$ cat config.mk
export PLATFORM = sky130hd
export DESIGN_NAME = modbus_rtu_slave_engine_unit
export DESIGN_NICKNAME = d
export VERILOG_FILES = /design/src/rtl/mrse_pkg.sv /design/src/rtl/mrse_tables.sv /design/src/rtl/modbus_rtu_slave_engine_unit.sv
export SDC_FILE = /design/constraint.sdc
export NUM_CORES = 2
export LEC_CHECK = 0
export BUFFER_PORTS_ARGS = -buffer_cell sky130_fd_sc_hd__buf_4
export CORE_UTILIZATION = 40
export DETAILED_ROUTE_END_ITERATION = 10
export GPL_TIMING_DRIVEN = 0
export HOLD_SLACK_MARGIN = 0.06
export PLACE_DENSITY = 0.68
export SKIP_LAST_GASP = 1
export SYNTH_ARGS = -nofsm -noshare
export SYNTH_HDL_FRONTEND = slang
export SYNTH_SLANG_ARGS = --single-unit
export TNS_END_PERCENT = 30
$ cat constraint.sdc
create_clock -name clk -period 8.6 [get_ports clk]
set_input_delay 0.86 -clock clk [delete_from_list [all_inputs] [get_ports clk]]
set_output_delay 0.86 -clock clk [all_outputs]
set_load 0.005 [all_outputs]
$ cat src/rtl/mrse_pkg.sv
// Shared types, constants and the CRC step of the Modbus RTU slave engine.
package mrse_pkg;

  localparam int FRAME_MAX_DEF     = 64;
  localparam int HOLDING_COUNT_DEF = 64;
  localparam int INPUT_COUNT_DEF   = 64;

  localparam logic [15:0] CRC_INIT = 16'hFFFF;
  localparam logic [15:0] CRC_POLY = 16'hA001;

  localparam logic [7:0] FC_RD_HOLD  = 8'h03;
  localparam logic [7:0] FC_RD_INP   = 8'h04;
  localparam logic [7:0] FC_WR_ONE   = 8'h06;
  localparam logic [7:0] FC_WR_MULTI = 8'h10;
  localparam logic [7:0] EXC_FLAG    = 8'h80;

  localparam logic [7:0] EXC_FUNC = 8'h01;
  localparam logic [7:0] EXC_ADDR = 8'h02;
  localparam logic [7:0] EXC_DATA = 8'h03;

  localparam logic [2:0] KIND_RX       = 3'd0;
  localparam logic [2:0] KIND_SET_INP  = 3'd1;
  localparam logic [2:0] KIND_SET_HOLD = 3'd2;
  localparam logic [2:0] KIND_GET_HOLD = 3'd3;
  localparam logic [2:0] KIND_TAKE_EVT = 3'd4;

  localparam logic [2:0] REG_SLAVE_ADDR   = 3'd0;
  localparam logic [2:0] REG_HOLDING_BASE = 3'd4;

  // table port request; sel high picks the input table
  typedef struct packed {
    logic        we;
    logic        wsel;
    logic [7:0]  waddr;
    logic [15:0] wdata;
    logic        re;
    logic        rsel;
    logic [7:0]  raddr;
  } tbl_req_t;

  function automatic logic [15:0] crc_byte(input logic [15:0] c, input logic [7:0] b);
    logic [15:0] x;
    x = c ^ {8'h00, b};
    for (int k = 0; k < 8; k++) begin
      x = x[0] ? ((x >> 1) ^ CRC_POLY) : (x >> 1);
    end
    return x;
  endfunction

endpackage

$ cat src/rtl/mrse_tables.sv
// Holding and input register tables: one write and one registered read a cycle.
module mrse_tables #(
  parameter int HOLDING_COUNT = mrse_pkg::HOLDING_COUNT_DEF,
  parameter int INPUT_COUNT   = mrse_pkg::INPUT_COUNT_DEF
) (
  input  logic               clk,
  input  logic               rst_n,
  input  mrse_pkg::tbl_req_t req,
  output logic [15:0]        rdata
);
  import mrse_pkg::*;

  localparam int HAW = (HOLDING_COUNT > 1) ? $clog2(HOLDING_COUNT) : 1;
  localparam int IAW = (INPUT_COUNT > 1) ? $clog2(INPUT_COUNT) : 1;

  logic [15:0] hold_mem [HOLDING_COUNT];
  logic [15:0] inp_mem  [INPUT_COUNT];
  logic [HOLDING_COUNT-1:0] hold_vld_r;
  logic [INPUT_COUNT-1:0]   inp_vld_r;
  logic [15:0] hold_q_r, inp_q_r;
  logic        rsel_r, rvld_r;

  always_ff @(posedge clk) begin
    if (req.we && !req.wsel) hold_mem[req.waddr[HAW-1:0]] <= req.wdata;
    if (req.we && req.wsel)  inp_mem[req.waddr[IAW-1:0]]  <= req.wdata;
    if (req.re) begin
      hold_q_r <= hold_mem[req.raddr[HAW-1:0]];
      inp_q_r  <= inp_mem[req.raddr[IAW-1:0]];
      rsel_r   <= req.rsel;
    end
  end

  // valid bits stand for the clear at reset
  always_ff @(posedge clk) begin
    if (!rst_n) begin
      hold_vld_r <= '0;
      inp_vld_r  <= '0;
      rvld_r     <= 1'b0;
    end else begin
      if (req.re) begin
        rvld_r <= req.rsel ? inp_vld_r[req.raddr[IAW-1:0]] : hold_vld_r[req.raddr[HAW-1:0]];
      end
      if (req.we && !req.wsel) hold_vld_r[req.waddr[HAW-1:0]] <= 1'b1;
      if (req.we && req.wsel)  inp_vld_r[req.waddr[IAW-1:0]]  <= 1'b1;
    end
  end

  assign rdata = rvld_r ? (rsel_r ? inp_q_r : hold_q_r) : 16'h0000;

endmodule

$ cat src/rtl/modbus_rtu_slave_engine_unit.sv
// Top level of the Modbus RTU slave engine: frame intake, checks and response sequencer.
//
// Input stream (in_*): one beat per item. in_tuser holds the kind. Kind 0 beats carry a
// request byte, in_tlast marks the frame's last byte. Kinds 1..4 are application accesses
// (set input reg, set holding reg, read holding reg, take the write event).
// Output stream (out_*): out_tuser is 0 for a response byte (out_tlast on the last byte
// of the frame, CRC low byte before high) and 1 for an application answer.
// Request bytes are taken while idle. At the end mark the frame is checked in S_CHK,
// then the response bytes go out in order as the receiver takes them; a read steps
// S_RDA (table read), S_RDH (high byte), S_RDL (low byte) per register over the single
// table read port. A write-multiple request copies frame buffer to table through S_WA,
// S_WB and S_WC per register before its reply. Application accesses answer from S_APP.
// in_tready is high only while no frame or answer is being worked on.
// A stalled receiver holds the output register; the sequencer waits on it.
// Reset (synchronous, rst_n low) clears both tables, the frame state, the write event
// and restores own bus address 1 and holding base 256. The user must write the APB port
// (cfg_*) only while idle; the block does not enforce this.
module modbus_rtu_slave_engine_unit #(
  parameter int FRAME_MAX     = mrse_pkg::FRAME_MAX_DEF,
  parameter int HOLDING_COUNT = mrse_pkg::HOLDING_COUNT_DEF,
  parameter int INPUT_COUNT   = mrse_pkg::INPUT_COUNT_DEF
) (
  input  logic        clk,
  input  logic        rst_n,
  input  logic        in_tvalid,
  output logic        in_tready,
  input  logic [31:0] in_tdata,   // rx_byte[7:0], reg_offset[15:8], reg_value[31:16]
  input  logic        in_tlast,   // frame_end
  input  logic [2:0]  in_tuser,   // kind
  output logic        out_tvalid,
  input  logic        out_tready,
  output logic [39:0] out_tdata,  // tx_byte[7:0], app_ok[8], app_value[24:9],
                                  // event_offset[32:25], event_count[39:33]
  output logic        out_tlast,  // tx_last
  output logic        out_tuser,  // result_kind
  input  logic        cfg_psel,
  input  logic        cfg_penable,
  input  logic        cfg_pwrite,
  input  logic [2:0]  cfg_paddr,
  input  logic [31:0] cfg_pwdata,
  output logic [31:0] cfg_prdata,
  output logic        cfg_pready
);
  import mrse_pkg::*;

  localparam int FAW = $clog2(FRAME_MAX);
  localparam int LW  = $clog2(FRAME_MAX + 1);
  localparam int QW  = $clog2(FRAME_MAX / 2 + 1);

  localparam logic [3:0] S_IDLE = 4'd0;
  localparam logic [3:0] S_CHK  = 4'd1;
  localparam logic [3:0] S_HDR  = 4'd2;
  localparam logic [3:0] S_RDA  = 4'd3;
  localparam logic [3:0] S_RDH  = 4'd4;
  localparam logic [3:0] S_RDL  = 4'd5;
  localparam logic [3:0] S_CRCL = 4'd6;
  localparam logic [3:0] S_CRCH = 4'd7;
  localparam logic [3:0] S_WA   = 4'd8;
  localparam logic [3:0] S_WB   = 4'd9;
  localparam logic [3:0] S_WC   = 4'd10;
  localparam logic [3:0] S_APP  = 4'd11;

  localparam logic [1:0] M_CRC  = 2'd0;  // header then CRC
  localparam logic [1:0] M_READ = 2'd1;  // header, register data, CRC
  localparam logic [1:0] M_ECHO = 2'd2;  // header is the whole reply

  // state
  logic [3:0]    state_r;
  logic [LW-1:0] len_r;
  logic          ovf_r;
  logic [15:0]   rxcrc_r, txcrc_r;
  logic [7:0]    q_r    [8];
  logic [7:0]    resp_r [8];
  logic [3:0]    hdr_len_r;
  logic [1:0]    mode_r;
  logic          rd_inp_r;
  logic [7:0]    off_r;
  logic [QW-1:0] qty_r, idx_r;
  logic [7:0]    hi_r;
  logic          evt_pend_r;
  logic [7:0]    evt_off_r;
  logic [6:0]    evt_cnt_r;
  logic [2:0]    ap_kind_r;
  logic          ap_ok_r;
  logic [7:0]    ap_evo_r;
  logic [6:0]    ap_evc_r;

  // input fields
  logic [7:0]  rx_byte, reg_offset;
  logic [15:0] reg_value;
  assign rx_byte    = in_tdata[7:0];
  assign reg_offset = in_tdata[15:8];
  assign reg_value  = in_tdata[31:16];

  logic in_acc;
  assign in_tready = (state_r == S_IDLE);
  assign in_acc    = in_tvalid && in_tready;

  // configuration
  logic [7:0]  slave_addr_r;
  logic [15:0] hold_base_r;
  logic        cfg_wr;
  assign cfg_pready = 1'b1;
  assign cfg_wr     = cfg_psel && cfg_penable && cfg_pwrite;
  assign cfg_prdata = cfg_paddr[2] ? {16'h0000, hold_base_r} : {24'h000000, slave_addr_r};

  always_ff @(posedge clk) begin
    if (!rst_n) begin
      slave_addr_r <= 8'd1;
      hold_base_r  <= 16'd256;
    end else if (cfg_wr) begin
      if (cfg_paddr[2]) hold_base_r <= cfg_pwdata[15:0];
      else              slave_addr_r <= cfg_pwdata[7:0];
    end
  end

  // frame buffer, undefined until written
  logic [7:0]     fb_mem [FRAME_MAX];
  logic [7:0]     fb_q_r;
  logic           fb_re;
  logic [6:0]     fb_ridx;
  logic           fb_we;
  assign fb_we = in_acc && (in_tuser == KIND_RX) && (7'(len_r) < 7'(FRAME_MAX));

  always_ff @(posedge clk) begin
    if (fb_we) fb_mem[len_r[FAW-1:0]] <= rx_byte;
    if (fb_re) fb_q_r <= fb_mem[fb_ridx[FAW-1:0]];
  end

  // register tables
  tbl_req_t    treq;
  logic [15:0] trdata;

  mrse_tables #(
    .HOLDING_COUNT(HOLDING_COUNT),
    .INPUT_COUNT  (INPUT_COUNT)
  ) u_tables (
    .clk  (clk),
    .rst_n(rst_n),
    .req  (treq),
    .rdata(trdata)
  );

  // frame checks, from the captured header, frame length, CRC and overflow flag
  logic [7:0]  fc;
  logic [15:0] addr, qty;
  logic [16:0] off17, rd_off17, rd_cnt17;
  logic        below, rd_bad, wr_bad, w16_bad3, w16_bad2, drop, fixlen;
  assign fc    = q_r[1];
  assign addr  = {q_r[2], q_r[3]};
  assign qty   = {q_r[4], q_r[5]};
  assign below = addr < hold_base_r;
  assign off17 = {1'b0, addr} - {1'b0, hold_base_r};
  assign rd_off17 = (fc == FC_RD_INP) ? {1'b0, addr} : off17;
  assign rd_cnt17 = (fc == FC_RD_INP) ? 17'(INPUT_COUNT) : 17'(HOLDING_COUNT);
  assign rd_bad = ((fc == FC_RD_HOLD) && below) || (rd_off17 >= rd_cnt17)
                || ({1'b0, qty} > (rd_cnt17 - rd_off17))
                || ((18'd5 + {1'b0, qty, 1'b0}) > 18'(FRAME_MAX));
  assign wr_bad = below || (off17 >= 17'(HOLDING_COUNT));
  assign w16_bad3 = (10'(len_r) < 10'd9) || (qty == 16'd0)
                  || ({9'd0, q_r[6]} != {qty, 1'b0})
                  || (10'(len_r) != (10'd9 + {2'b00, q_r[6]}));
  assign w16_bad2 = wr_bad || ({1'b0, qty} > (17'(HOLDING_COUNT) - off17));
  assign drop = ovf_r || (10'(len_r) < 10'd4) || (rxcrc_r != 16'h0000)
              || (q_r[0] != slave_addr_r);
  assign fixlen = (fc == FC_RD_HOLD) || (fc == FC_RD_INP) || (fc == FC_WR_ONE);

  function automatic logic fixlen_bad();
    return fixlen && (10'(len_r) != 10'd8);
  endfunction

  // outcome of the checks: next state, reply header and write event
  logic [3:0] chk_state, chk_hdr;
  logic [1:0] chk_mode;
  logic [7:0] chk_off, chk_code;
  logic       chk_exc, chk_evt;
  logic [7:0] chk_resp [8];

  always_comb begin
    chk_state = S_HDR;
    chk_mode  = M_CRC;
    chk_hdr   = 4'd3;
    chk_off   = rd_off17[7:0];
    chk_code  = EXC_FUNC;
    chk_exc   = 1'b1;
    chk_evt   = 1'b0;
    for (int k = 0; k < 8; k++) chk_resp[k] = q_r[k];
    if (drop) begin
      chk_state = S_IDLE;
    end else if (fixlen_bad()) begin
      chk_code = EXC_DATA;
    end else if ((fc == FC_RD_HOLD) || (fc == FC_RD_INP)) begin
      if (qty == 16'd0) begin
        chk_code = EXC_DATA;
      end else if (rd_bad) begin
        chk_code = EXC_ADDR;
      end else begin
        chk_exc     = 1'b0;
        chk_mode    = M_READ;
        chk_resp[2] = {qty[6:0], 1'b0};
      end
    end else if (fc == FC_WR_ONE) begin
      if (wr_bad) begin
        chk_code = EXC_ADDR;
      end else begin
        chk_exc  = 1'b0;
        chk_hdr  = 4'd8;
        chk_mode = M_ECHO;
        chk_evt  = 1'b1;
      end
    end else if (fc == FC_WR_MULTI) begin
      if (w16_bad3) begin
        chk_code = EXC_DATA;
      end else if (w16_bad2) begin
        chk_code = EXC_ADDR;
      end else begin
        chk_exc   = 1'b0;
        chk_hdr   = 4'd6;
        chk_off   = off17[7:0];
        chk_evt   = 1'b1;
        chk_state = S_WA;
      end
    end
    if (chk_exc) begin
      chk_resp[1] = fc | EXC_FLAG;
      chk_resp[2] = chk_code;
    end
    chk_resp[0] = slave_addr_r;
  end

  // emission into the output register
  logic        slot, emit, e_kind, e_last, e_ok, upd_crc;
  logic [7:0]  e_byte, e_evo;
  logic [15:0] e_val;
  logic [6:0]  e_evc;
  assign slot = !out_tvalid || out_tready;

  always_comb begin
    emit    = 1'b0;
    e_kind  = 1'b0;
    e_byte  = 8'h00;
    e_last  = 1'b0;
    e_ok    = 1'b0;
    e_val   = 16'h0000;
    e_evo   = 8'h00;
    e_evc   = 7'd0;
    upd_crc = 1'b0;
    unique case (state_r)
      S_HDR: begin
        emit    = slot;
        upd_crc = 1'b1;
        e_byte  = resp_r[idx_r[2:0]];
        e_last  = (mode_r == M_ECHO) && (4'(idx_r) == hdr_len_r - 4'd1);
      end
      S_RDH: begin
        emit    = slot;
        upd_crc = 1'b1;
        e_byte  = trdata[15:8];
      end
      S_RDL: begin
        emit    = slot;
        upd_crc = 1'b1;
        e_byte  = trdata[7:0];
      end
      S_CRCL: begin
        emit   = slot;
        e_byte = txcrc_r[7:0];
      end
      S_CRCH: begin
        emit   = slot;
        e_byte = txcrc_r[15:8];
        e_last = 1'b1;
      end
      S_APP: begin
        emit   = slot;
        e_kind = 1'b1;
        e_ok   = ap_ok_r;
        e_val  = ((ap_kind_r == KIND_GET_HOLD) && ap_ok_r) ? trdata : 16'h0000;
        e_evo  = ap_evo_r;
        e_evc  = ap_evc_r;
      end
      default: ;
    endcase
  end

  logic        out_valid_r, out_last_r, out_kind_r;
  logic [39:0] out_data_r;
  assign out_tvalid = out_valid_r;
  assign out_tdata  = out_data_r;
  assign out_tlast  = out_last_r;
  assign out_tuser  = out_kind_r;

  always_ff @(posedge clk) begin
    if (!rst_n) begin
      out_valid_r <= 1'b0;
    end else if (emit) begin
      out_valid_r <= 1'b1;
    end else if (out_tready) begin
      out_valid_r <= 1'b0;
    end
    if (emit) begin
      out_data_r <= {e_evc, e_evo, e_val, e_ok, e_byte};
      out_last_r <= e_last;
      out_kind_r <= e_kind;
    end
  end

  // table and buffer port drive
  always_comb begin
    treq    = '0;
    fb_re   = 1'b0;
    fb_ridx = 7'd0;
    if (in_acc && (in_tuser == KIND_SET_INP) && (9'(reg_offset) < 9'(INPUT_COUNT))) begin
      treq.we    = 1'b1;
      treq.wsel  = 1'b1;
      treq.waddr = reg_offset;
      treq.wdata = reg_value;
    end
    if (in_acc && (in_tuser == KIND_SET_HOLD) && (9'(reg_offset) < 9'(HOLDING_COUNT))) begin
      treq.we    = 1'b1;
      treq.waddr = reg_offset;
      treq.wdata = reg_value;
    end
    if (in_acc && (in_tuser == KIND_GET_HOLD)) begin
      treq.re    = 1'b1;
      treq.raddr = reg_offset;
    end
    if ((state_r == S_CHK) && !drop && (fc == FC_WR_ONE) && !fixlen_bad() && !wr_bad) begin
      treq.we    = 1'b1;
      treq.waddr = off17[7:0];
      treq.wdata = qty;
    end
    if (state_r == S_RDA) begin
      treq.re    = 1'b1;
      treq.rsel  = rd_inp_r;
      treq.raddr = 8'(off_r + 8'(idx_r));
    end
    if (state_r == S_WA) begin
      fb_re   = 1'b1;
      fb_ridx = 7'd7 + {idx_r, 1'b0};
    end
    if (state_r == S_WB) begin
      fb_re   = 1'b1;
      fb_ridx = 7'd8 + {idx_r, 1'b0};
    end
    if (state_r == S_WC) begin
      treq.we    = 1'b1;
      treq.waddr = 8'(off_r + 8'(idx_r));
      treq.wdata = {hi_r, fb_q_r};
    end
  end

  // sequencer
  always_ff @(posedge clk) begin
    if (!rst_n) begin
      state_r    <= S_IDLE;
      len_r      <= '0;
      ovf_r      <= 1'b0;
      rxcrc_r    <= CRC_INIT;
      evt_pend_r <= 1'b0;
      evt_off_r  <= 8'd0;
      evt_cnt_r  <= 7'd0;
      idx_r      <= '0;
    end else begin
      if (emit && upd_crc) txcrc_r <= crc_byte(txcrc_r, e_byte);
      unique case (state_r)
        S_IDLE: begin
          if (in_acc) begin
            ap_kind_r <= in_tuser;
            ap_evo_r  <= ((in_tuser == KIND_TAKE_EVT) && evt_pend_r) ? evt_off_r : 8'd0;
            ap_evc_r  <= ((in_tuser == KIND_TAKE_EVT) && evt_pend_r) ? evt_cnt_r : 7'd0;
            case (in_tuser) inside
              KIND_RX: begin
                if (fb_we) begin
                  len_r   <= len_r + LW'(1);
                  rxcrc_r <= crc_byte(rxcrc_r, rx_byte);
                  if (7'(len_r) < 7'd8) q_r[len_r[2:0]] <= rx_byte;
                end else begin
                  ovf_r <= 1'b1;
                end
                if (in_tlast) state_r <= S_CHK;
              end
              KIND_SET_INP: begin
                ap_ok_r <= 9'(reg_offset) < 9'(INPUT_COUNT);
                state_r <= S_APP;
              end
              KIND_SET_HOLD, KIND_GET_HOLD: begin
                ap_ok_r <= 9'(reg_offset) < 9'(HOLDING_COUNT);
                state_r <= S_APP;
              end
              KIND_TAKE_EVT: begin
                ap_ok_r    <= evt_pend_r;
                evt_pend_r <= 1'b0;
                state_r    <= S_APP;
              end
              default: ;
            endcase
          end
        end
        S_CHK: begin
          len_r     <= '0;
          ovf_r     <= 1'b0;
          rxcrc_r   <= CRC_INIT;
          txcrc_r   <= CRC_INIT;
          idx_r     <= '0;
          mode_r    <= chk_mode;
          hdr_len_r <= chk_hdr;
          rd_inp_r  <= (fc == FC_RD_INP);
          off_r     <= chk_off;
          qty_r     <= qty[QW-1:0];
          state_r   <= chk_state;
          for (int k = 0; k < 8; k++) resp_r[k] <= chk_resp[k];
          if (chk_evt) begin
            evt_pend_r <= 1'b1;
            evt_off_r  <= off17[7:0];
            evt_cnt_r  <= (fc == FC_WR_ONE) ? 7'd1 : qty[6:0];
          end
        end
        S_HDR: begin
          if (slot) begin
            if (4'(idx_r) == hdr_len_r - 4'd1) begin
              idx_r <= '0;
              if (mode_r == M_ECHO)      state_r <= S_IDLE;
              else if (mode_r == M_READ) state_r <= S_RDA;
              else                       state_r <= S_CRCL;
            end else begin
              idx_r <= idx_r + QW'(1);
            end
          end
        end
        S_RDA: state_r <= S_RDH;
        S_RDH: if (slot) state_r <= S_RDL;
        S_RDL: begin
          if (slot) begin
            if (idx_r == qty_r - QW'(1)) begin
              state_r <= S_CRCL;
            end else begin
              idx_r   <= idx_r + QW'(1);
              state_r <= S_RDA;
            end
          end
        end
        S_CRCL: if (slot) state_r <= S_CRCH;
        S_CRCH: if (slot) state_r <= S_IDLE;
        S_WA: state_r <= S_WB;
        S_WB: begin
          hi_r    <= fb_q_r;
          state_r <= S_WC;
        end
        S_WC: begin
          if (idx_r == qty_r - QW'(1)) begin
            idx_r   <= '0;
            state_r <= S_HDR;
          end else begin
            idx_r   <= idx_r + QW'(1);
            state_r <= S_WA;
          end
        end
        S_APP: if (slot) state_r <= S_IDLE;
        default: state_r <= S_IDLE;
      endcase
    end
  end

endmodule
==> flow_metrics.tcl <==
set metrics [dict create \
    status "finished with violations" \
    violations "capacitance limit, slew limit" \
    fin_util_pct 46.5 \
    r2r_setup_slack_ns 1.27 \
    start_util_pct 40.4 \
    use_met1_pct 34.5 \
    slowest_delay_ns 1.01 \
    grt.met2_usage_pct 39.7 \
    synthArstFlopShare_pct 0 \
    rows 202 \
    p_per_area_mw_per_mm2 260 \
    r2r_cells 14 \
    worst_slack_ns 1.27 \
    pwr-share-clk_pct 36.5 \
    dieArea_mm2 0.309 \
    cts-buffers-inserted 313 \
    cp_max_fo 40 \
    wl_per_cell_um 30.5 \
    setup_viol 0 \
    path_class "reg2reg" \
    p_sw_mw 10.6 \
    cts_tree "yes" \
    r2r_start "state_r[1]$_SDFFE_PN0P_" \
    end_kind "register" \
    clockRootBuffer "clkbuf_16" \
    portBuffers 119 \
    cp_common_cell "clkbuf_1" \
    postCtsSetupBuffers 0 \
    p_leak_nw 44.7 \
    wl_mm 412 \
    netlist_area_mm2 0.123 \
    grt_pass1_vias 79000 \
    endpoint "u_tables.hold_q_r[11]$_DFFE_PP_" \
    rsz0062_at_grt "no" \
    avgSynthCellArea_um2 14.3 \
    routed_via_density 6.14 \
    boundaryPins 155 \
    h-tree-depth 5 \
    cts_hold_buf 0 \
    place_congestion 0.980 \
    grt_first_pass_wirelength_mm 574 \
    worstReg2RegEnd "u_tables.hold_q_r[11]$_DFFE_PP_" \
    worstSkewPairLatency_ns 0.96 \
    ys_seq_area_share_pct 72.6 \
    core_area_mm2 0.304 \
    slew_headroom_pct -5.74 \
    nNetsFinal 9304 \
    fin_skew_ns 0.108 \
    period_needed_ns 7.33 \
    gr-total-overflow 0 \
    ys.warnings.count 0 \
    cts_sinks 3034 \
    dr_total_vias 82800 \
    holdCritPathClass "in2reg" \
    die_y_um 556 \
    ir_drop_mv 0.242 \
    min_period_over_period_pct 85.2 \
    ys_seq_elements 3034 \
    slew_viol_final 54 \
    drive_gt1_share_pct 12.4 \
    power_frac_comb_pct 17.9 \
    drc 0 \
    post_cts_resize_count 0 \
    seqPwrFrac_pct 45.6 \
    fmax_ghz 0.136 \
    syn_to_final_growth_pct 15.2 \
    grt_max_degree 74 \
    slowest_stage "clkbuf_1" \
    switching_share_pct 28.8 \
    required_ns 9.43 \
    crit_arrival_ns 8.16 \
    cp-start-kind "register" \
    synth_cells 8602 \
    path_clk_slew_ns 0.07 \
    antenna_found_initial 21 \
    synth-edff-count 2827 \
    intPower_mw 26.1 \
    grt_usage_pct 25.9 \
    worst_pin_slew_ns 1.59 \
    grt_busiest_layer "met2" \
    synth_flop_cell "edfxtp_1" \
    grt_util_met3_pct 6.17 \
    cap_violations 5 \
    final_area_mm2 0.141 \
    finalPower_mw 36.7 \
    dr.pass1.iters 10 \
    place_area_mm2 0.131 \
    drt_iter0_markers 12600 \
    yosysUniqueCellTypes 102 \
    place_ws_ns 1.27 \
    startpoint "state_r[1]$_SDFFE_PN0P_" \
    hold_violations 0 \
    cts_buffer_depth 4 \
    dp_hpwl_mm 286 \
    cp_cell_sequence "buf_2 -> or4_1 -> inv_1 -> a41oi_2 -> clkinv_2 -> nand2_1 -> clkbuf_1 -> clkbuf_1 -> clkbuf_1 -> o221ai_1 -> a31oi_1 -> a21oi_1 -> a211oi_1 -> a21o_1" \
    ant_nets 0 \
    die_w_um 556 \
]
metal layers:
| layer | vias to the layer above | part of all wire [%] |
|---|---|---|
| met5 | - | 0.025 |
| met1 | 41700 | 38 |
| met3 | 991 | 12 |
| li1 | 34700 | - |
| met4 | 16 | 5.8 |
| met2 | 5413 | 45 |
flip-flops by register name (all words and copies together) (netlist names), 16 cells and up, named ones only:
name	count
q_r	64
out_tdata	40
u_tables.inp_q_r	16
u_tables.inp_mem	1024
u_tables.hold_q_r	16
u_tables.hold_mem	1024
rxcrc_r	16
fb_mem	512
hold_base_r	16
u_tables.hold_vld_r	64
resp_r	59
u_tables.inp_vld_r	64
txcrc_r	16
per-stage QoR:
step	TNS (ns)	instances	hold WS, ns
floorplan	-90.66	8617	0.400
global placement	-4095.87	12800	0.400
detailed placement	0	12900	0.405
CTS	0	13500	0.100
global route	0	13500	0.147
finish	0	13500	0.131
cell families after synthesis:
| kind of cell | Yosys count | synth area share, % |
|---|---|---|
| DFF | 3034 | 72.6 |
| buffers and inverters | 716 | 2.34 |
| other | 2 | 0.00612 |
| AOI/OAI and AO/OA | 1820 | 10.5 |
| adders and majority gates | 67 | 0.696 |
| and+or+nand+nor | 2594 | 9.21 |
| muxes | 237 | 3.69 |
| xor gates and xnor gates | 132 | 0.949 |
placed cells by master (no fill, tap or decap), drive strengths merged, types with 130 or more instances in the layout:
cell type	count
a21oi	466
a311oi	142
a31oi	140
buf	393
clkbuf	884
clkinv	130
dfxtp	207
edfxtp	2827
mux4	170
nand2	1407
nand3	577
nor2	336
o21ai	184
o221ai	536
critical path, delay by kind of cell (launching register included):
| kind | cells | cell delay, ns |
|---|---|---|
| compound gates | 6 | 2.47 |
| buf+inv | 6 | 3.58 |
| flops | 1 | 0.30 |
| simple gates | 2 | 0.80 |
power by group through the flow:
stage | Combinational, mW | Sequential, mW | Clock [mW]
6_report | 6.58 | 16.7 | 13.4
5_1_grt | 6.80 | 16.7 | 14.0
4_1_cts | 6.41 | 16.7 | 13.4
3_5_place_dp | 6.38 | 17.0 | 0
3_3_place_gp | 6.14 | 17.2 | 0
2_1_floorplan | 3.55 | 17.0 | 0
how the worst min path moves through the flow:
| stage | cells past startpoint | to | startpoint | slack [ns] |
|---|---|---|---|---|
| after floorplan | 0 | resp_r[7][0]$_DFFE_PP_ | q_r[7][0]$_DFFE_PP_ | 0.40 |
| after global placement | 0 | resp_r[7][1]$_DFFE_PP_ | q_r[7][1]$_DFFE_PP_ | 0.40 |
| after detailed placement | 0 | resp_r[7][0]$_DFFE_PP_ | q_r[7][0]$_DFFE_PP_ | 0.40 |
| after CTS | 3 | hold_base_r[8]$_SDFFE_PN1P_ | cfg_pwdata[8] | 0.10 |
| after global routing | 3 | slave_addr_r[0]$_SDFFE_PN1P_ | cfg_pwdata[0] | 0.15 |
| final | 3 | hold_base_r[8]$_SDFFE_PN1P_ | cfg_pwdata[8] | 0.13 |
Yosys cell counts (all sizes together), types with 7 or more instances:
master / n / area share (%)
mux2: 23 / 0.21
a21oi: 466 / 1.9
or4: 8 / 0.049
a22oi: 28 / 0.17
or2: 7 / 0.036
dfxtp: 207 / 3.4
nand2: 1407 / 4.3
nor4: 16 / 0.092
o221ai: 536 / 3.8
nor2b: 15 / 0.077
edfxtp: 2827 / 69
clkbuf: 491 / 1.5
o21ai: 184 / 0.76
xor2: 46 / 0.33
a31oi: 140 / 0.71
o22ai: 16 / 0.082
a21o: 48 / 0.29
xnor2: 86 / 0.61
nand2b: 28 / 0.14
nor3: 37 / 0.16
and2: 59 / 0.30
mux4: 170 / 3.1
a211oi: 119 / 0.74
and3: 23 / 0.12
o31a: 8 / 0.057
a311oi: 142 / 1.0
mux2i: 44 / 0.36
o211ai: 29 / 0.18
inv: 56 / 0.17
o21a: 17 / 0.11
or3: 12 / 0.065
a22o: 8 / 0.057
ha: 65 / 0.66
o22a: 8 / 0.057
nor2: 336 / 1.0
buf: 166 / 0.65
nand3: 577 / 2.4
nand4: 37 / 0.20
final cells by class:
cell class,instances,area [um2]
fill,26200,163000
sequential,3034,89000
multi-input combinational,4867,31300
clock buffer,393,8390
tap,4080,5100
timing repair buffer,227,2940
buffer,657,2670
clock inverter,175,1610
inverter,59,223
antenna,5,12.5
Power figures use the tool's default switching activity.
